[src/hdl/chd_pkg.sv]
package chd_pkg;

    localparam int LEN_W    = 14;
    localparam int BUDGET_W = 16;
    localparam int COUNT_W  = 8;
    localparam int CFG_IDX_W = 2;
    localparam int CFG_DATA_W = 16;

    localparam logic [CFG_IDX_W-1:0] CFG_MAX_TRAILERS = 2'd0;
    localparam logic [CFG_IDX_W-1:0] CFG_BYTE_BUDGET  = 2'd1;

    localparam logic [COUNT_W-1:0]  MAX_TRAILERS_RST = 8'd0;
    localparam logic [BUDGET_W-1:0] BYTE_BUDGET_RST  = 16'd4096;

    localparam logic [7:0] CHAR_CR    = 8'h0d;
    localparam logic [7:0] CHAR_LF    = 8'h0a;
    localparam logic [7:0] CHAR_SEMI  = 8'h3b;
    localparam logic [7:0] CHAR_COLON = 8'h3a;
    localparam logic [7:0] CHAR_SP    = 8'h20;
    localparam logic [7:0] CHAR_HT    = 8'h09;

    typedef enum logic [2:0] {
        ST_BUSY,
        ST_DONE_NOW,
        ST_DONE_BEFORE,
        ST_MALFORMED,
        ST_BUDGET,
        ST_TABLE_FULL,
        ST_FAILED_BEFORE
    } status_t;

    typedef struct packed {
        logic             byte_consumed;
        logic             payload_valid;
        logic [7:0]       payload_byte;
        logic             chunk_end;
        status_t          status;
        logic             need_more;
        logic             trailer_accepted;
        logic [LEN_W-1:0] trailer_name_length;
        logic [LEN_W-1:0] trailer_value_length;
    } res_t;

    // {valid, value}
    function automatic logic [4:0] hex_digit(input logic [7:0] c);
        logic [4:0] r;
        r = 5'd0;
        if (c >= 8'h30 && c <= 8'h39)
        begin
            r = {1'b1, 4'(c - 8'h30)};
        end
        else if (c >= 8'h61 && c <= 8'h66)
        begin
            r = {1'b1, 4'(c - 8'h57)};
        end
        else if (c >= 8'h41 && c <= 8'h46)
        begin
            r = {1'b1, 4'(c - 8'h37)};
        end
        return r;
    endfunction

    function automatic logic is_token_char(input logic [7:0] c);
        logic r;
        r = (c >= 8'h30 && c <= 8'h39) || (c >= 8'h41 && c <= 8'h5a)
            || (c >= 8'h61 && c <= 8'h7a)
            || c == 8'h21 || c == 8'h23 || c == 8'h24 || c == 8'h25
            || c == 8'h26 || c == 8'h27 || c == 8'h2a || c == 8'h2b
            || c == 8'h2d || c == 8'h2e || c == 8'h5e || c == 8'h5f
            || c == 8'h60 || c == 8'h7c || c == 8'h7e;
        return r;
    endfunction

endpackage

[src/hdl/chd_byte_if.sv]
interface chd_byte_if;
    logic       valid;
    logic       ready;
    logic [7:0] data_byte;
    logic       buffer_last;

    modport source (output valid, output data_byte, output buffer_last, input ready);
    modport sink (input valid, input data_byte, input buffer_last, output ready);
endinterface

[src/hdl/chd_result_if.sv]
interface chd_result_if;
    logic                       valid;
    logic                       ready;
    logic                       byte_consumed;
    logic                       payload_valid;
    logic [7:0]                 payload_byte;
    logic                       chunk_end;
    logic [2:0]                 status;
    logic                       need_more;
    logic                       trailer_accepted;
    logic [chd_pkg::LEN_W-1:0]  trailer_name_length;
    logic [chd_pkg::LEN_W-1:0]  trailer_value_length;

    modport source (
        output valid, input ready,
        output byte_consumed, output payload_valid, output payload_byte,
        output chunk_end, output status, output need_more,
        output trailer_accepted, output trailer_name_length,
        output trailer_value_length
    );
    modport sink (
        input valid, output ready,
        input byte_consumed, input payload_valid, input payload_byte,
        input chunk_end, input status, input need_more,
        input trailer_accepted, input trailer_name_length,
        input trailer_value_length
    );
endinterface

[src/hdl/http_chunked_body_decoder.sv]
// A byte passes the input register, then the result register, before its
// result is offered.
// Throughput: one byte per cycle while no result is held by result.ready low.
// Reset (rst_n, async, active low): parser returns to the size line, all
// counters clear, max_trailers = 0, trailer_byte_budget = 4096.
module http_chunked_body_decoder #(
    parameter int MAX_SIZE_DIGITS = 16,
    parameter int MAX_LINE_BYTES  = 8192
) (
    input  logic                                clk,
    input  logic                                rst_n,
    chd_byte_if.sink                            body,
    chd_result_if.source                        result,
    input  logic                                cfg_we,
    input  logic [chd_pkg::CFG_IDX_W-1:0]       cfg_index,
    input  logic [chd_pkg::CFG_DATA_W-1:0]      cfg_data
);

    logic                           in_valid_reg;
    logic [7:0]                     in_data_reg;
    logic                           in_last_reg;
    logic                           out_valid_reg;
    chd_pkg::res_t                  out_reg;
    chd_pkg::res_t                  step_res;
    logic                           advance;
    logic [chd_pkg::COUNT_W-1:0]    max_trailers_reg;
    logic [chd_pkg::BUDGET_W-1:0]   byte_budget_reg;

    assign advance    = in_valid_reg && (!out_valid_reg || result.ready);
    assign body.ready = !in_valid_reg || advance;

    always_ff @(posedge clk or negedge rst_n)
    begin
        if (!rst_n)
        begin
            max_trailers_reg <= chd_pkg::MAX_TRAILERS_RST;
            byte_budget_reg  <= chd_pkg::BYTE_BUDGET_RST;
        end
        else if (cfg_we)
        begin
            if (cfg_index == chd_pkg::CFG_MAX_TRAILERS)
            begin
                max_trailers_reg <= cfg_data[chd_pkg::COUNT_W-1:0];
            end
            else if (cfg_index == chd_pkg::CFG_BYTE_BUDGET)
            begin
                byte_budget_reg <= cfg_data[chd_pkg::BUDGET_W-1:0];
            end
        end
    end

    always_ff @(posedge clk or negedge rst_n)
    begin
        if (!rst_n)
        begin
            in_valid_reg <= 1'b0;
        end
        else if (body.ready)
        begin
            in_valid_reg <= body.valid;
        end
    end

    always_ff @(posedge clk)
    begin
        if (body.valid && body.ready)
        begin
            in_data_reg <= body.data_byte;
            in_last_reg <= body.buffer_last;
        end
    end

    chd_core #(
        .MAX_SIZE_DIGITS (MAX_SIZE_DIGITS),
        .MAX_LINE_BYTES  (MAX_LINE_BYTES)
    ) u_core (
        .clk                 (clk),
        .rst_n               (rst_n),
        .step_en             (advance),
        .data_byte           (in_data_reg),
        .buffer_last         (in_last_reg),
        .max_trailers        (max_trailers_reg),
        .trailer_byte_budget (byte_budget_reg),
        .res                 (step_res)
    );

    always_ff @(posedge clk or negedge rst_n)
    begin
        if (!rst_n)
        begin
            out_valid_reg <= 1'b0;
        end
        else if (advance)
        begin
            out_valid_reg <= 1'b1;
        end
        else if (result.ready)
        begin
            out_valid_reg <= 1'b0;
        end
    end

    always_ff @(posedge clk)
    begin
        if (advance)
        begin
            out_reg <= step_res;
        end
    end

    assign result.valid                = out_valid_reg;
    assign result.byte_consumed        = out_reg.byte_consumed;
    assign result.payload_valid        = out_reg.payload_valid;
    assign result.payload_byte         = out_reg.payload_byte;
    assign result.chunk_end            = out_reg.chunk_end;
    assign result.status               = out_reg.status;
    assign result.need_more            = out_reg.need_more;
    assign result.trailer_accepted     = out_reg.trailer_accepted;
    assign result.trailer_name_length  = out_reg.trailer_name_length;
    assign result.trailer_value_length = out_reg.trailer_value_length;

`ifndef ASSERT_OFF
    a_fail_sticky: assert property (@(posedge clk) disable iff (!rst_n)
        advance && (step_res.status == chd_pkg::ST_MALFORMED
                    || step_res.status == chd_pkg::ST_BUDGET
                    || step_res.status == chd_pkg::ST_TABLE_FULL)
        ##1 advance |-> step_res.status == chd_pkg::ST_FAILED_BEFORE)
        else $error("failure not sticky");

    a_done_sticky: assert property (@(posedge clk) disable iff (!rst_n)
        advance && step_res.status == chd_pkg::ST_DONE_NOW
        ##1 advance |-> step_res.status == chd_pkg::ST_DONE_BEFORE
                        && !step_res.byte_consumed)
        else $error("completion not sticky");

    a_payload_busy: assert property (@(posedge clk) disable iff (!rst_n)
        result.valid && (result.payload_valid || result.trailer_accepted)
        |-> result.byte_consumed && result.status == chd_pkg::ST_BUSY)
        else $error("payload or trailer on a non-busy result");
`endif

endmodule

[src/hdl/chd_core.sv]
module chd_core #(
    parameter int MAX_SIZE_DIGITS = 16,
    parameter int MAX_LINE_BYTES  = 8192
) (
    input  logic                            clk,
    input  logic                            rst_n,
    input  logic                            step_en,
    input  logic [7:0]                      data_byte,
    input  logic                            buffer_last,
    input  logic [chd_pkg::COUNT_W-1:0]     max_trailers,
    input  logic [chd_pkg::BUDGET_W-1:0]    trailer_byte_budget,
    output chd_pkg::res_t                   res
);

    localparam int AccW  = 4 * MAX_SIZE_DIGITS;
    localparam int DigW  = $clog2(MAX_SIZE_DIGITS + 1);
    localparam int LineW = $clog2(MAX_LINE_BYTES + 1);
    localparam int LenW  = chd_pkg::LEN_W;
    localparam int BudW  = chd_pkg::BUDGET_W;
    localparam int CntW  = chd_pkg::COUNT_W;
    localparam int SumW  = BudW + 2;

    typedef enum logic [2:0] {
        PH_SIZE,
        PH_DATA,
        PH_CR,
        PH_LF,
        PH_TRAILER,
        PH_DONE,
        PH_FAIL
    } phase_t;

    phase_t             phase_reg, phase_next;
    logic [AccW-1:0]    chunk_rem_reg, chunk_rem_next;
    logic [AccW-1:0]    size_acc_reg, size_acc_next;
    logic [DigW-1:0]    digit_cnt_reg, digit_cnt_next;
    logic               in_ext_reg, in_ext_next;
    logic [LineW-1:0]   line_len_reg, line_len_next;
    logic               colon_seen_reg, colon_seen_next;
    logic [LineW-1:0]   name_len_reg, name_len_next;
    logic               name_bad_reg, name_bad_next;
    logic [LineW-1:0]   val_first_reg, val_first_next;
    logic [LineW-1:0]   val_end_reg, val_end_next;
    logic               val_seen_reg, val_seen_next;
    logic [BudW-1:0]    budget_used_reg, budget_used_next;
    logic [CntW-1:0]    trl_cnt_reg, trl_cnt_next;

    logic [4:0]         hex;
    logic [AccW-1:0]    rem_dec;
    logic [LineW-1:0]   val_len;
    logic [SumW-1:0]    need;
    logic [SumW-1:0]    total;
    chd_pkg::status_t   status;

    assign hex     = chd_pkg::hex_digit(data_byte);
    assign rem_dec = (chunk_rem_reg != '0) ? chunk_rem_reg - AccW'(1) : chunk_rem_reg;
    assign val_len = val_seen_reg ? val_end_reg - val_first_reg : '0;
    assign need    = SumW'(name_len_reg) + SumW'(val_len);
    assign total   = need + SumW'(budget_used_reg);

    always_comb
    begin
        phase_next       = phase_reg;
        chunk_rem_next   = chunk_rem_reg;
        size_acc_next    = size_acc_reg;
        digit_cnt_next   = digit_cnt_reg;
        in_ext_next      = in_ext_reg;
        line_len_next    = line_len_reg;
        colon_seen_next  = colon_seen_reg;
        name_len_next    = name_len_reg;
        name_bad_next    = name_bad_reg;
        val_first_next   = val_first_reg;
        val_end_next     = val_end_reg;
        val_seen_next    = val_seen_reg;
        budget_used_next = budget_used_reg;
        trl_cnt_next     = trl_cnt_reg;

        status                   = chd_pkg::ST_BUSY;
        res.byte_consumed        = 1'b1;
        res.payload_valid        = 1'b0;
        res.payload_byte         = 8'd0;
        res.chunk_end            = 1'b0;
        res.trailer_accepted     = 1'b0;
        res.trailer_name_length  = '0;
        res.trailer_value_length = '0;

        unique case (phase_reg)
            PH_DONE:
            begin
                res.byte_consumed = 1'b0;
                status = chd_pkg::ST_DONE_BEFORE;
            end
            PH_FAIL:
            begin
                res.byte_consumed = 1'b0;
                status = chd_pkg::ST_FAILED_BEFORE;
            end
            PH_SIZE:
            begin
                priority if (data_byte == chd_pkg::CHAR_CR)
                begin
                end
                else if (data_byte == chd_pkg::CHAR_LF)
                begin
                    if (digit_cnt_reg == '0)
                    begin
                        status = chd_pkg::ST_MALFORMED;
                    end
                    else
                    begin
                        chunk_rem_next  = size_acc_reg;
                        phase_next      = (size_acc_reg == '0) ? PH_TRAILER : PH_DATA;
                        size_acc_next   = '0;
                        digit_cnt_next  = '0;
                        in_ext_next     = 1'b0;
                        line_len_next   = '0;
                        colon_seen_next = 1'b0;
                        name_len_next   = '0;
                        name_bad_next   = 1'b0;
                        val_first_next  = '0;
                        val_end_next    = '0;
                        val_seen_next   = 1'b0;
                    end
                end
                else if (in_ext_reg)
                begin
                end
                else if (data_byte == chd_pkg::CHAR_SEMI)
                begin
                    if (digit_cnt_reg == '0)
                    begin
                        status = chd_pkg::ST_MALFORMED;
                    end
                    else
                    begin
                        in_ext_next = 1'b1;
                    end
                end
                else if (!hex[4] || digit_cnt_reg >= DigW'(MAX_SIZE_DIGITS))
                begin
                    status = chd_pkg::ST_MALFORMED;
                end
                else
                begin
                    size_acc_next  = (size_acc_reg << 4) | AccW'(hex[3:0]);
                    digit_cnt_next = digit_cnt_reg + DigW'(1);
                end
            end
            PH_DATA:
            begin
                res.payload_valid = 1'b1;
                res.payload_byte  = data_byte;
                chunk_rem_next    = rem_dec;
                if (rem_dec == '0)
                begin
                    res.chunk_end = 1'b1;
                    phase_next    = PH_CR;
                end
            end
            PH_CR:
            begin
                if (data_byte != chd_pkg::CHAR_CR)
                begin
                    status = chd_pkg::ST_MALFORMED;
                end
                else
                begin
                    phase_next = PH_LF;
                end
            end
            PH_LF:
            begin
                if (data_byte != chd_pkg::CHAR_LF)
                begin
                    status = chd_pkg::ST_MALFORMED;
                end
                else
                begin
                    phase_next     = PH_SIZE;
                    size_acc_next  = '0;
                    digit_cnt_next = '0;
                    in_ext_next    = 1'b0;
                end
            end
            PH_TRAILER:
            begin
                priority if (data_byte == chd_pkg::CHAR_LF)
                begin
                    priority if (line_len_reg == '0)
                    begin
                        phase_next = PH_DONE;
                        status     = chd_pkg::ST_DONE_NOW;
                    end
                    else if (!colon_seen_reg || name_len_reg == '0 || name_bad_reg)
                    begin
                        status = chd_pkg::ST_MALFORMED;
                    end
                    else if (total > SumW'(trailer_byte_budget))
                    begin
                        status = chd_pkg::ST_BUDGET;
                    end
                    else if (trl_cnt_reg >= max_trailers)
                    begin
                        status = chd_pkg::ST_TABLE_FULL;
                    end
                    else
                    begin
                        budget_used_next         = total[BudW-1:0];
                        trl_cnt_next             = trl_cnt_reg + CntW'(1);
                        res.trailer_accepted     = 1'b1;
                        res.trailer_name_length  = LenW'(name_len_reg);
                        res.trailer_value_length = LenW'(val_len);
                        line_len_next   = '0;
                        colon_seen_next = 1'b0;
                        name_len_next   = '0;
                        name_bad_next   = 1'b0;
                        val_first_next  = '0;
                        val_end_next    = '0;
                        val_seen_next   = 1'b0;
                    end
                end
                else if (data_byte == chd_pkg::CHAR_CR)
                begin
                end
                else if (line_len_reg >= LineW'(MAX_LINE_BYTES))
                begin
                    status = chd_pkg::ST_MALFORMED;
                end
                else
                begin
                    if (!colon_seen_reg)
                    begin
                        if (data_byte == chd_pkg::CHAR_COLON)
                        begin
                            colon_seen_next = 1'b1;
                            name_len_next   = line_len_reg;
                        end
                        else if (!chd_pkg::is_token_char(data_byte))
                        begin
                            name_bad_next = 1'b1;
                        end
                    end
                    else if (data_byte != chd_pkg::CHAR_SP && data_byte != chd_pkg::CHAR_HT)
                    begin
                        if (!val_seen_reg)
                        begin
                            val_first_next = line_len_reg;
                            val_seen_next  = 1'b1;
                        end
                        val_end_next = line_len_reg + LineW'(1);
                    end
                    line_len_next = line_len_reg + LineW'(1);
                end
            end
            default:
            begin
                res.byte_consumed = 1'b0;
                status     = chd_pkg::ST_FAILED_BEFORE;
                phase_next = PH_FAIL;
            end
        endcase

        if (status == chd_pkg::ST_MALFORMED || status == chd_pkg::ST_BUDGET
            || status == chd_pkg::ST_TABLE_FULL)
        begin
            phase_next = PH_FAIL;
        end

        res.status    = status;
        res.need_more = buffer_last && phase_next != PH_DONE && phase_next != PH_FAIL;
    end

    always_ff @(posedge clk or negedge rst_n)
    begin
        if (!rst_n)
        begin
            phase_reg       <= PH_SIZE;
            chunk_rem_reg   <= '0;
            size_acc_reg    <= '0;
            digit_cnt_reg   <= '0;
            in_ext_reg      <= 1'b0;
            line_len_reg    <= '0;
            colon_seen_reg  <= 1'b0;
            name_len_reg    <= '0;
            name_bad_reg    <= 1'b0;
            val_first_reg   <= '0;
            val_end_reg     <= '0;
            val_seen_reg    <= 1'b0;
            budget_used_reg <= '0;
            trl_cnt_reg     <= '0;
        end
        else if (step_en)
        begin
            phase_reg       <= phase_next;
            chunk_rem_reg   <= chunk_rem_next;
            size_acc_reg    <= size_acc_next;
            digit_cnt_reg   <= digit_cnt_next;
            in_ext_reg      <= in_ext_next;
            line_len_reg    <= line_len_next;
            colon_seen_reg  <= colon_seen_next;
            name_len_reg    <= name_len_next;
            name_bad_reg    <= name_bad_next;
            val_first_reg   <= val_first_next;
            val_end_reg     <= val_end_next;
            val_seen_reg    <= val_seen_next;
            budget_used_reg <= budget_used_next;
            trl_cnt_reg     <= trl_cnt_next;
        end
    end

endmodule

[src/flat_wrapper.sv]
// flat-port wrapper written by rule: the top's interface ports become plain ports
module http_chunked_body_decoder_flat 
#(
    parameter int MAX_SIZE_DIGITS = 16,
    parameter int MAX_LINE_BYTES  = 8192
)
  (clk, rst_n, cfg_we, cfg_index, cfg_data, body_valid, body_data_byte, body_buffer_last, body_ready, result_valid, result_ready, result_byte_consumed, result_payload_valid, result_payload_byte, result_chunk_end, result_status, result_need_more, result_trailer_accepted, result_trailer_name_length, result_trailer_value_length);
  chd_byte_if body_i ();
  chd_result_if result_i ();
  input  logic clk;
  input  logic rst_n;
  input  logic cfg_we;
  input  logic [chd_pkg::CFG_IDX_W-1:0] cfg_index;
  input  logic [chd_pkg::CFG_DATA_W-1:0] cfg_data;
  input wire logic [$bits(body_i.valid)-1:0] body_valid;
  input wire logic [$bits(body_i.data_byte)-1:0] body_data_byte;
  input wire logic [$bits(body_i.buffer_last)-1:0] body_buffer_last;
  output wire logic [$bits(body_i.ready)-1:0] body_ready;
  output wire logic [$bits(result_i.valid)-1:0] result_valid;
  input wire logic [$bits(result_i.ready)-1:0] result_ready;
  output wire logic [$bits(result_i.byte_consumed)-1:0] result_byte_consumed;
  output wire logic [$bits(result_i.payload_valid)-1:0] result_payload_valid;
  output wire logic [$bits(result_i.payload_byte)-1:0] result_payload_byte;
  output wire logic [$bits(result_i.chunk_end)-1:0] result_chunk_end;
  output wire logic [$bits(result_i.status)-1:0] result_status;
  output wire logic [$bits(result_i.need_more)-1:0] result_need_more;
  output wire logic [$bits(result_i.trailer_accepted)-1:0] result_trailer_accepted;
  output wire logic [$bits(result_i.trailer_name_length)-1:0] result_trailer_name_length;
  output wire logic [$bits(result_i.trailer_value_length)-1:0] result_trailer_value_length;
  assign body_i.valid = body_valid;
  assign body_i.data_byte = body_data_byte;
  assign body_i.buffer_last = body_buffer_last;
  assign body_ready = body_i.ready;
  assign result_valid = result_i.valid;
  assign result_i.ready = result_ready;
  assign result_byte_consumed = result_i.byte_consumed;
  assign result_payload_valid = result_i.payload_valid;
  assign result_payload_byte = result_i.payload_byte;
  assign result_chunk_end = result_i.chunk_end;
  assign result_status = result_i.status;
  assign result_need_more = result_i.need_more;
  assign result_trailer_accepted = result_i.trailer_accepted;
  assign result_trailer_name_length = result_i.trailer_name_length;
  assign result_trailer_value_length = result_i.trailer_value_length;
  http_chunked_body_decoder #(.MAX_SIZE_DIGITS(MAX_SIZE_DIGITS), .MAX_LINE_BYTES(MAX_LINE_BYTES)) u_core (.clk(clk), .rst_n(rst_n), .body(body_i), .result(result_i), .cfg_we(cfg_we), .cfg_index(cfg_index), .cfg_data(cfg_data));
endmodule
[config.mk]
export PLATFORM = sky130hd
export DESIGN_NAME = http_chunked_body_decoder_flat
export DESIGN_NICKNAME = d
export VERILOG_FILES = /design/src/hdl/chd_pkg.sv /design/src/hdl/chd_byte_if.sv /design/src/hdl/chd_result_if.sv /design/src/hdl/http_chunked_body_decoder.sv /design/src/hdl/chd_core.sv /design/src/flat_wrapper.sv
export SDC_FILE = /design/constraint.sdc
export NUM_CORES = 1
export LEC_CHECK = 0
export ABC_AREA = 1
export BUFFER_PORTS_ARGS = -buffer_cell sky130_fd_sc_hd__buf_2
export CAP_MARGIN = 5
export CORE_MARGIN = 10
export CORE_UTILIZATION = 55
export DETAILED_ROUTE_END_ITERATION = 12
export PLACE_DENSITY_LB_ADDON = 0.1
export SETUP_SLACK_MARGIN = 0.02
export SLEW_MARGIN = 20
export SYNTH_ARGS = -nofsm -noshare
export SYNTH_HDL_FRONTEND = slang
export SYNTH_HIERARCHICAL = 1
export SYNTH_SLANG_ARGS = --single-unit
[constraint.sdc]
create_clock -name clk -period 13.45 [get_ports clk]
set_input_delay 2.0175 -clock clk [delete_from_list [all_inputs] [get_ports clk]]
set_output_delay 2.0175 -clock clk [all_outputs]
set_load 0.005 [all_outputs]
### Word-level counts from Yosys, hierarchy flattened

Index checks and enable logic that the tools add are counted.

* add/subtract/negate cells: 10
* magnitude comparators: 12
* eq/ne operators: 56
* mux-type cells: 121
* bitwise logic cells: 8
* reduce and logical (&&, ||, !) cells: 65

Operators with widths (count)
* 64-bit 2-to-1 mux: 11
* 14-bit 2-to-1 mux: 27
* 64-bit one-hot mux with 2 select lines: 2
* 64-bit zero test: 2
* 14-bit one-hot mux with 2 select lines: 4
* 8-bit by 6-bit == test with 1-bit output (second input constant): 12
* 64-bit by 4-bit bitwise OR with 64-bit output: 1
* 64-bit nonzero test: 1
* 64-bit by 1-bit subtractor with 64-bit output (second input constant): 1
* 3-bit 2-to-1 mux: 19
* 3-bit != test (second input constant): 19
* 5-bit 2-to-1 mux: 10
* 8-bit by 7-bit == test with 1-bit output (second input constant): 5
* 3-bit one-hot mux with 6 select lines: 2
* 1-bit 2-to-1 mux: 33
* 8-bit by 7-bit less-or-equal comparator with 1-bit output (second input constant): 4
* 29-bit 2-to-1 mux: 1
* 14-bit zero test: 2
* 14-bit AND reduction: 2
* 13-bit AND reduction: 2
* 1-bit logical OR: 24
* 8-bit by 4-bit != test with 1-bit output (second input constant): 3
* 15-bit by 16-bit adder with 17-bit output: 1
* 17-bit by 16-bit > comparator with 1-bit output: 1
* other kinds (40): 83

* register bits: 299
* input bits: 32
* word-level logic and storage cells: 301

### Longest topological paths before layout

Gate-level depths: netlist (run 1).

* depth in word-level cells: 26
* mapped depth: 42
* depth with buffers taken out: 42

### Cells and area by module

The synthesis (run 1) kept the hierarchy.

Modules (own cells, without submodules)
* chd_core: instances 1, cells each 2340, area an instance 15805.2 µm², seq. area each 5505.3 µm²
* http_chunked_body_decoder: instances 1, cells each 171, area an instance 2692.6 µm², seq. area each 2243.4 µm²

### Worst setup path after synthesis (run 1)

No wires, ideal clock.

* path type: in2reg
* start point: input result_ready
* end point: register u_core.u_core.size_acc_reg[56]
* library setup time: 0.083 ns
* arrival time: 6.273 ns
* required time: 13.367 ns
* setup slack: 7.095 ns
* stages: 10
* path buffers: 2
* cell sequence: inv_1 > a21oi_1 > inv_1 > a2111oi_2 > nand2_1 > inv_2 > buf_6 > buf_4 > nand3_1 > o21ai_0

* cells in the longest elaborated chain, start to end: 3

RTL lines
* start, declared: line flat_wrapper.sv:20 `input wire logic [$bits(result_i.ready)-1:0] result_ready;`
* 1-bit logical OR: line http_chunked_body_decoder.sv:29 `assign advance = in_valid_reg && (!out_valid_reg || result.ready);`
* 1-bit logical AND: line http_chunked_body_decoder.sv:29
* net u_core.advance: line http_chunked_body_decoder.sv:25 `logic advance;`
* 8-bit AND reduction (no line)
* end signal, assigned: line chd_core.sv:296 `size_acc_reg <= size_acc_next;`
* end, declared: line chd_core.sv:35 `logic [AccW-1:0] size_acc_reg, size_acc_next;`

The timed path passes the listed nets, and every way through them passes these cells.
A chain may end at the register's enable or synchronous reset.

### Worst setup path in the final report (run 1)

* start point: register u_core.u_core.val_first_reg[0]
* end point: register u_core.u_core.trl_cnt_reg[2]

* cells in the longest elaborated chain, start to end: 7

RTL lines
* start, declared: line chd_core.sv:42 `logic [LineW-1:0] val_first_reg, val_first_next;`
* start signal, assigned: line chd_core.sv:303 `val_first_reg <= val_first_next;`
* 14-bit subtractor: line chd_core.sv:57 `assign val_len = val_seen_reg ? val_end_reg - val_first_reg : '0;`
* 14-bit 2-to-1 mux: line chd_core.sv:57
* 14-bit by 14-bit adder with 15-bit output: line chd_core.sv:58 `assign need = SumW'(name_len_reg) + SumW'(val_len);`
* 15-bit by 16-bit adder with 17-bit output: line chd_core.sv:59 `assign total = need + SumW'(budget_used_reg);`
* net u_core.u_core.total[15]: line chd_core.sv:52 `logic [SumW-1:0] total;`
* 17-bit by 16-bit > comparator with 1-bit output: line chd_core.sv:198 `else if (total > SumW'(trailer_byte_budget))`
* 1-bit NOT (no line)
* 7-bit AND reduction (no line)
* end signal, assigned: line chd_core.sv:307 `trl_cnt_reg <= trl_cnt_next;`
* end, declared: line chd_core.sv:46 `logic [CntW-1:0] trl_cnt_reg, trl_cnt_next;`

The timed path passes the listed nets, and every way through them passes these cells.

==> results.tsv, run 1 <==
stage	metric	value	unit
run_status	status	complete, no violations	
synthesis	synth_cell_types	54	
pwr	switching_share	0.482	
pwr	power_per_cell_area	254	mW/mm^2
critical_path	crit_type	reg -> reg	
global_routing	grt_max_degree	108	
critical_path	critical_path_arrival	7.55	ns
clocking	h-tree-depth	2	
synthesis	synth_top_area_share	0.331	
sta	slew_violations	0	
global_routing	groute.usage.overall	0.274	
sta	hold_violations	0	
critical_path	r2r-end	u_core/u_core/trl_cnt_reg[2]$_DFFE_PN0P_	
die	start_util	0.554	
sta	hold_slack	0.467	ns
clocking	clk_pin_slew	0.06	ns
clocking	cts_tree	yes	
synthesis	synth_xor_area_frac	0.0180	
synthesis	syn_avg_cell_area	7.37	sq um
min_path	hold_class	reg -> reg	
drt	drtPass1Iterations	6	
die	dieArea	0.0414	sq mm
die	pin_count	78	
synthesis	synth_edf_count	53	
synthesis	syn_area	0.0185	sq mm
drt	vias_per_cell	5.66	
pwr	power.switching	2.50	mW
drt	drt-initial-drc-count	1392	
clocking	ctsLongestPathBuffers	3	
critical_path	cp-start-kind	flop	
place	globalplace.congestion	1.04	
job	max-cap-violations	0	
critical_path	cp_max_fo	29	
critical_path	crit_top_cell	nand2_1	
clocking	clock_sinks	299	
synthesis	yosys.area_share.simple	0.281	
drt	vias	17100	
clocking	cts_buffers	36	
pwr	pwr-share-clk	0.206	
synthesis	synth_top_family_by_area	simple AND/OR/NAND/NOR gates	
critical_path	critical_path_required	13.87	ns
sta	worstMarginPinSlew	1.00	ns
sta	rsz0062_at_grt	no	
global_routing	grt_pass1_wl	90600	um
die	die_y	203	um
place	hpwl	42800	um
drt	wl_per_cell	18.8	um
global_routing	antenna_found_initial	0	
synthesis	ys_ff_latch	299	
critical_path	crit_slowest_cell	nor2_2	
pwr	irDropWorstVdd	0.000198	V
synthesis	synth_common_cells	627 x nand2_1, 321 x inv_1, 302 x nor2_1, 245 x dfrtp_1, 241 x o21ai_0	
drt	totalWireLength	57000	um
finish	area_growth	10.4	%
sta	setup_viol	0	
finish	n_antenna_cell	0	
finish	postLayoutCoreUtil	0.612	
sta	skew	0.0245	ns
synthesis	yosys_warnings	6	
sta	slew_headroom	0.331	
synthesis	synth.area.mux_share	0	
die	core	0.0334	sq mm
critical_path	timing.rr.start	u_core/u_core/val_first_reg[0]$_DFFE_PN0P_	
critical_path	worstSetupStartpoint	u_core/u_core/val_first_reg[0]$_DFFE_PN0P_	
sta	tns	0	ns
sta	final.period_utilization	0.530	
sta	period_minus_slack	7.13	ns
synthesis	synthAdderAreaFrac	0.0599	
finish	final.fill_count	3195	
synthesis	synth_top_cell_by_area	dfrtp_1	
global_routing	grt-ovfl-total	0	
clocking	insertion_delay	0.56	ns
critical_path	crit_path_end_kind	flop	
clocking	ctsHoldBuffers	0	
synthesis	synth-seq-area-share	0.419	
synthesis	synth_flop_cell	dfrtp_1	
die	die_x	203	um
finish	final_layout_size_suffix_gt1_frac	0.0814	
drt	route.detailed.drc	0	
clocking	cts_root_buf	clkbuf_16	
die	row_count	67	
pwr	power.internal	2.69	mW
synthesis	async_reset_ff_frac	0.823	
global_routing	grt_pass1_vias	16700	
synthesis	synth_fp_nets	2622	
sta	max_freq	140	MHz
synthesis	syn-instance-count	2511	
clocking	cts_setup_buffers	0	
critical_path	cp-endpoint	u_core/u_core/trl_cnt_reg[2]$_DFFE_PN0P_	
synthesis	synth.most_common_cell	nand2_1	
critical_path	max_stage_delay	0.64	ns
drt	antenna_left	0	
pwr	leakagePower	9.72	nW
finish	fin_nets	2664	
synthesis	synth_compound_area_frac	0.130	
critical_path	r2r_cells	37	
pwr	power_frac_comb	0.520	
synthesis	synthTopCellsByArea	dfrtp_1 33%, nand2_1 13%, edfxtp_1 8.6%, o21ai_0 6.5%, inv_1 6.5%	
place	portBuffers	77	
pwr	pwr-share-seq	0.274	
critical_path	ff2ff_setup_slack	6.32	ns
clocking	postCtsResizedCells	0	
worst max-delay path, delay by kind of cell (launching register included):
family	cells	cell delay [ns]
flops	1	0.38
compound gates	6	0.79
simple gates	20	3.08
fa+ha+maj	5	1.75
buf+inv	4	0.63
xor+xnor	2	0.34
cell type report:
type                       instances  area, sq um  share of cell area
clock buffer                      53         1080              0.0527
clock inverter                    13          226              0.0111
inverter                         340         1280              0.0626
multi-input combinational       1788         9050               0.443
sequential                       299         7750               0.379
tap                              448          561              0.0274
timing repair buffer              88          478              0.0234
layout by cell type, fill, tap and decap left out, types with 3 or more instances in the layout:
cell type  netlist  layout
nand2_1        627     627
inv_1          321     321
nor2_1         302     300
dfrtp_1        245     245
o21ai_0        241     241
nand3_1        132     132
a21oi_1        114     113
buf_2           23      76
ha_1            63      63
edfxtp_1        53      53
nand4_1         47      47
o21ai_1         45      45
nor3_1          38      38
clkbuf_16        0      37
xor2_1          32      32
nor4_1          32      32
nor2_2          20      21
o211ai_1        19      19
inv_2           17      17
fa_1            16      16
buf_4            4      11
clkbuf_8         0       9
clkbuf_1        43       7
xnor2_1          6       6
bufinv_16        0       5
nor2_4           4       5
o22ai_1          5       5
clkinv_2         1       4
o21bai_1         4       4
a31oi_1          4       4
and2_1           3       3
o2111ai_1        3       3
or2_2            3       3
nand2_2          3       3
o31ai_1          3       3
power by group through the flow:
stage	logic [mW]	registers, mW	clock network (mW)
6_report	2.69	1.42	1.07
5_1_grt	3.02	1.45	1.12
3_3_place_gp	2.59	1.43	0
3_5_place_dp	2.64	1.43	0
2_1_floorplan	1.94	1.34	0
4_1_cts	2.67	1.42	1.08
metal layers:
metal,up-vias,global-route usage,part of all wire
met5,-,0,0
met4,0,0.129,0.048
met3,137,0.0438,0.057
met2,583,0.461,0.48
met1,8152,0.340,0.41
li1,8271,-,-
cell families (layout without fill, tap and decap cells):
logic type,Yosys count,after routing
flops,299,299
buf+inv,424,494
xor+xnor,38,38
simple gates,1221,1221
fa+ha+maj,79,79
compound gates,450,450
through the flow:
| stage | setup WS [ns] | area, sq um | total power [mW] | std cells |
|---|---|---|---|---|
| 2_1_floorplan | 7.09 | 18500 | 3.29 | 2511 |
| 3_3_place_gp | 6.62 | 19100 | 4.01 | 2963 |
| 3_5_place_dp | 6.36 | 19100 | 4.07 | 2963 |
| 4_1_cts | 6.34 | 20400 | 5.17 | 3029 |
| 5_1_grt | 5.57 | 20400 | 5.59 | 3029 |
| 6_report | 6.32 | 20400 | 5.18 | 3029 |
worst min path at each step:
stage                     slack, ns                                      to                                    from  cells past startpoint
after CTS                      0.47   u_core/byte_budget_reg[9]$_DFFE_PN0P_   u_core/byte_budget_reg[9]$_DFFE_PN0P_                      2
final                          0.47   u_core/byte_budget_reg[9]$_DFFE_PN0P_   u_core/byte_budget_reg[9]$_DFFE_PN0P_                      2
after global placement         0.46   u_core/byte_budget_reg[8]$_DFFE_PN0P_   u_core/byte_budget_reg[8]$_DFFE_PN0P_                      2
after detailed placement       0.46   u_core/byte_budget_reg[5]$_DFFE_PN0P_   u_core/byte_budget_reg[5]$_DFFE_PN0P_                      2
after global routing           0.50   u_core/byte_budget_reg[6]$_DFFE_PN0P_   u_core/byte_budget_reg[6]$_DFFE_PN0P_                      2
after floorplan                0.44  u_core/byte_budget_reg[10]$_DFFE_PN0P_  u_core/byte_budget_reg[10]$_DFFE_PN0P_                      2
Note: power is estimated with default switching activity, not from simulation.
==> run 2: changes to the inputs <==
clock period = 7.5 ns   (was 13.45 ns; I/O delays follow)
==> results.tsv, run 2 (synthesized netlist as in run 1, its figures left out) <==
stage	metric	value	unit	change
critical_path	crit_type	reg -> reg		
place	placed_area	0.0191	sq mm	about the same
die	start_util	0.554		unchanged
clocking	postCtsResizedCells	0		unchanged
sta	period_minus_slack	6.72	ns	-0.410 ns
clocking	ctsHoldBuffers	0		unchanged
global_routing	grt_pass1_vias	16500		-1.1%
critical_path	timing.rr.start	u_core/u_core/val_first_reg[0]$_DFFE_PN0P_		
drt	vias	17100		-0.51%
finish	final.fill_count	3185		-0.31%
global_routing	grt_max_degree	137		+27%
drt	totalWireLength	57600	um	+1.0%
sta	slew_violations	0		unchanged
finish	final_cell_mix	627 x nand2_1, 321 x inv_1, 300 x nor2_1		
finish	n_antenna_cell	0		unchanged
drt	vias_per_cell	5.63		-0.44%
global_routing	groute.usage.overall	0.276		+0.00143
finish	area_growth	9.88	%	
die	pin_count	78		unchanged
clocking	clock_sinks	299		unchanged
critical_path	max_stage_delay	0.69	ns	+0.05 ns
job	max-cap-violations	0		unchanged
clocking	cts_setup_buffers	0		unchanged
pwr	irDropWorstVdd	0.000552	V	+180%
place	portBuffers	77		unchanged
critical_path	cp_max_fo	26		-10%
pwr	power_per_cell_area	450	mW/mm^2	+77%
sta	slew_headroom	0.264		-0.0667
global_routing	antenna_found_initial	0		unchanged
critical_path	critical_path_arrival	7.16	ns	-0.39 ns
critical_path	cp-start-kind	flop		
min_path	hold_class	reg -> reg		
clocking	cts_root_buf	clkbuf_16		
pwr	leakagePower	9.67	nW	-0.54%
sta	skew	0.0280	ns	+0.00342 ns
clocking	cts_tree	yes		
finish	final_layout_size_suffix_gt1_frac	0.0810		-0.000325
drt	wl_per_cell	19.0	um	+1.1%
die	core	0.0334	sq mm	unchanged
sta	max_freq	149	MHz	+6.1%
critical_path	crit_top_cell	nand2_1		
die	die_y	203	um	unchanged
sta	rsz0062_at_grt	no		
place	dp.cells	2963		unchanged
die	die_x	203	um	unchanged
finish	finalInstanceArea	0.0203	sq mm	-0.47%
finish	fin_nets	2663		-0.038%
finish	multi_input_area	0.00905	sq mm	unchanged
global_routing	grt-ovfl-total	0		unchanged
clocking	insertion_delay	0.55	ns	about the same
finish	regArea	0.00775	sq mm	unchanged
die	row_count	67		unchanged
critical_path	worstSetupStartpoint	u_core/u_core/val_first_reg[0]$_DFFE_PN0P_		
critical_path	crit_path_end_kind	flop		
drt	antenna_left	0		unchanged
finish	final_cells	3027		-0.066%
clocking	h-tree-depth	2		unchanged
sta	tns	0	ns	unchanged
sta	final.period_utilization	0.896		+0.366
drt	route.detailed.drc	0		unchanged
clocking	ctsLongestPathBuffers	3		unchanged
place	hpwl	43600	um	+1.7%
critical_path	crit_slowest_cell	o211a_1		
run_status	status	complete, no violations		
finish	final_common_cell	nand2_1		
clocking	cts_buffers	35		-2.8%
critical_path	critical_path_required	7.94	ns	-5.93 ns
sta	hold_violations	0		unchanged
sta	worstMarginPinSlew	1.09	ns	+0.0911 ns
drt	drt-initial-drc-count	1362		-2.2%
place	globalplace.congestion	0.977		-6.2%
global_routing	grt_pass1_wl	90900	um	+0.35%
min_path	min_from	u_core/byte_budget_reg[12]$_DFFE_PN1P_		
sta	setup_viol	0		unchanged
drt	drtPass1Iterations	6		unchanged
clocking	clk_pin_slew	0.06	ns	about the same
die	dieArea	0.0414	sq mm	unchanged
-- run 2: cell types whose count changed in the layout (fill, tap and decap cells not counted), sizes merged --
cell,change
clkbuf,-9
clkinv,+8
bufinv,-2
clkinvlp,+2
inv,-1
-- run 2: per-layer routing --
layer / vias up / global-route usage / share of wire
met5: - / 0 / 0
met2: 593 / 0.465 / 0.48
met1: 8102 / 0.349 / 0.42
met4: 0 / 0.114 / 0.040
li1: 8241 / - / -
met3: 120 / 0.0397 / 0.060
-- run 2: layout make-up --
type                    count  area share
multi-input cells        1788       0.445
flip-flops and latches    299       0.381
inverters                 340      0.0629
clock buffers              44      0.0477
well taps                 448      0.0276
repair buffers             88      0.0241
clock inverters            20      0.0110
-- run 2: through the flow --
step | total power [mW] | setup slack, ns | utilization | hold WS [ns]
global placement | 7.22 | 1.05 | 0.573 | 0.457
floorplan | 5.90 | 1.98 | - | 0.442
finish | 9.14 | 0.782 | 0.609 | 0.468
global route | 9.93 | 0.134 | 0.609 | 0.489
detailed placement | 7.31 | 0.840 | 0.573 | 0.459
CTS | 9.11 | 0.806 | 0.609 | 0.469
-- run 2: worst paths after layout --
kind / to / slack [ns] / cells after the start
worst max-delay path: u_core/u_core/val_first_reg[0]$_DFFE_PN0P_ / 0.78 / 37
worst min-delay path: u_core/byte_budget_reg[12]$_DFFE_PN1P_ / 0.47 / 2
worst max register to register: u_core/u_core/val_first_reg[0]$_DFFE_PN0P_ / 0.78 / 37
worst min register to register: u_core/byte_budget_reg[12]$_DFFE_PN1P_ / 0.47 / 2
max in group asynchronous: u_core/u_core/chunk_rem_reg[44]$_DFFE_PN0P_ / 5.57 / 2
min in group asynchronous: u_core/u_core/size_acc_reg[17]$_DFFE_PN0P_ / 0.66 / 1
-- run 2: report_power, final --
group	internal (mW)	total (mW)	leakage, nW	switching, mW
logic	1.50	4.82	5.34	3.32
registers	2.12	2.56	3.75	0.436
clock network	1.03	1.76	0.581	0.725
total	4.66	9.14	9.67	4.48
-- run 2: critical path, delay by kind of cell (launching register included) --
family / cells / cell delay [ns]
xor gates and xnor gates: 1 / 0.17
adders and majority gates: 5 / 1.74
and+or+nand+nor: 19 / 2.16
AOI/OAI and AO/OA: 8 / 1.78
DFF: 1 / 0.39
buffers and inverters: 4 / 0.37
==> run 3: changes to the inputs <==
CTS_BUF_LIST = sky130_fd_sc_hd__clkbuf_2   (was unset)
==> results.tsv, run 3 (synthesized netlist as in run 1, its figures left out) <==
stage	metric	value	unit	change
run_status	status	complete, no violations		
pwr	irDropWorstVdd	0.000533	V	-3.4%
min_path	hold_class	in -> async		
drt	antenna_left	0		unchanged
sta	skew	0.0694	ns	+0.0415 ns
clocking	postCtsResizedCells	0		unchanged
critical_path	critical_path_arrival	7.52	ns	+0.36 ns
critical_path	crit_path_end_kind	flop		
clocking	insertion_delay	0.96	ns	+0.41 ns
drt	wl_per_cell	18.6	um	-2.2%
drt	vias	17400		+2.3%
die	die_y	203	um	unchanged
sta	setup_viol	0		unchanged
finish	final.fill_count	3270		+2.7%
sta	worstMarginPinSlew	1.08	ns	-0.0151 ns
sta	hold_violations	0		unchanged
finish	regArea	0.00775	sq mm	unchanged
clocking	ctsLongestPathBuffers	3		unchanged
critical_path	crit_slowest_cell	o211a_1		
critical_path	cp-start-kind	flop		
drt	totalWireLength	58000	um	+0.61%
sta	slew_headroom	0.274		+0.0101
clocking	cts_tree	yes		
global_routing	groute.usage.overall	0.279		+0.00359
drt	vias_per_cell	5.60		-0.59%
die	core	0.0334	sq mm	unchanged
place	placed_area	0.0191	sq mm	unchanged
pwr	leakagePower	9.70	nW	+0.36%
critical_path	cp_max_fo	26		unchanged
clocking	cts_buffers	84		+140%
die	start_util	0.554		unchanged
sta	final.period_utilization	0.889		-0.00631
sta	rsz0062_at_grt	no		
clocking	cts_setup_buffers	0		unchanged
global_routing	grt_pass1_vias	16900		+2.3%
critical_path	max_stage_delay	0.68	ns	about the same
global_routing	grt_max_degree	137		unchanged
die	pin_count	78		unchanged
clocking	ctsHoldBuffers	0		unchanged
finish	final_layout_size_suffix_gt1_frac	0.108		+0.0267
place	hpwl	43600	um	unchanged
die	dieArea	0.0414	sq mm	unchanged
critical_path	crit_type	reg -> reg		
finish	finalInstanceArea	0.0199	sq mm	-1.9%
sta	hold_slack	0.271	ns	-0.197 ns
clocking	clk_pin_slew	0.12	ns	+0.06 ns
global_routing	grt-ovfl-total	0		unchanged
finish	final_common_cell	nand2_1		
clocking	h-tree-depth	3		+1
drt	drt-initial-drc-count	1393		+2.3%
finish	fin_nets	2712		+1.8%
finish	final_cells	3114		+2.9%
die	die_x	203	um	unchanged
drt	route.detailed.drc	0		unchanged
die	row_count	67		unchanged
finish	multi_input_area	0.00905	sq mm	unchanged
finish	area_growth	7.84	%	
job	max-cap-violations	0		unchanged
place	portBuffers	77		unchanged
sta	max_freq	150	MHz	+0.71%
pwr	power_per_cell_area	434	mW/mm^2	-3.4%
critical_path	crit_top_cell	nand2_1		
place	dp.cells	2963		unchanged
sta	period_minus_slack	6.67	ns	-0.0473 ns
place	globalplace.congestion	0.977		unchanged
sta	tns	0	ns	unchanged
global_routing	grt_pass1_wl	91700	um	+0.85%
sta	slew_violations	0		unchanged
clocking	clock_sinks	299		unchanged
drt	drtPass1Iterations	5		-1
critical_path	critical_path_required	8.35	ns	+0.41 ns
global_routing	antenna_found_initial	1		+1
finish	final_cell_mix	627 x nand2_1, 321 x inv_1, 300 x nor2_1		
clocking	cts_root_buf	clkbuf_2		
run 3: cell count changes in the layout (fill, tap and decap cells not counted):
cell | before | now
clkbuf_1 | 3 | 0
clkbuf_16 | 35 | 0
clkbuf_2 | 0 | 125
clkbuf_8 | 6 | 0
clkinv_1 | 4 | 15
clkinv_2 | 7 | 6
clkinv_8 | 2 | 0
clkinvlp_4 | 3 | 0
diode_2 | 0 | 1
inv_16 | 1 | 0
inv_2 | 17 | 18
run 3: layer usage:
| metal | vias up | part of all wire | global-route usage |
|---|---|---|---|
| met3 | 147 | 0.060 | 0.0495 |
| met5 | - | 0 | 0 |
| met4 | 0 | 0.046 | 0.136 |
| met2 | 618 | 0.48 | 0.461 |
| met1 | 8281 | 0.41 | 0.349 |
| li1 | 8397 | - | - |
run 3: area by class of cell:
class,instances,area share
Clock buffer,125,0.0314
Inverter,340,0.0640
Timing Repair Buffer,88,0.0246
Antenna cell,1,0.000125
Multi-Input combinational cell,1788,0.454
Tap cell,448,0.0281
Clock inverter,25,0.00947
Sequential cell,299,0.388
run 3: per-stage QoR:
stage / total power, mW / setup WS (ns) / utilization
global route: 9.48 / 0.121 / 0.598
floorplan: 5.90 / 1.98 / -
detailed placement: 7.31 / 0.840 / 0.573
global placement: 7.22 / 1.05 / 0.573
finish: 8.66 / 0.830 / 0.598
CTS: 8.63 / 0.822 / 0.598
run 3: power by group:
group | internal (mW) | leakage (nW) | switching [mW] | total, mW
registers | 2.12 | 3.75 | 0.437 | 2.55
logic | 1.50 | 5.34 | 3.32 | 4.83
clock network | 0.550 | 0.616 | 0.730 | 1.28
run 3: worst paths after layout:
kind,startpoint,endpoint,slack [ns],cells past startpoint
worst max-delay path,u_core/u_core/val_first_reg[0]$_DFFE_PN0P_,u_core/u_core/val_first_reg[0]$_DFFE_PN0P_,0.83,37
worst min-delay path,rst_n,u_core/u_core/trl_cnt_reg[6]$_DFFE_PN0P_,0.27,1
worst max register to register,u_core/u_core/val_first_reg[0]$_DFFE_PN0P_,u_core/u_core/val_first_reg[0]$_DFFE_PN0P_,0.83,37
worst min register to register,u_core/byte_budget_reg[12]$_DFFE_PN1P_,u_core/byte_budget_reg[12]$_DFFE_PN1P_,0.47,2
max in group asynchronous,rst_n,u_core/u_core/name_len_reg[0]$_DFFE_PN0P_,5.93,2
min in group clk,body_data_byte[2],u_core/in_data_reg[2]$_DFFE_PP_,0.34,1
run 3: critical path: cells and delay by family, from the launching register on:
| kind | cells | cell delay (ns) |
|---|---|---|
| simple gates | 19 | 2.13 |
| compound gates | 8 | 1.76 |
| fa+ha+maj | 5 | 1.74 |
| flops | 1 | 0.40 |
| xor+xnor | 1 | 0.17 |
| buf+inv | 4 | 0.36 |
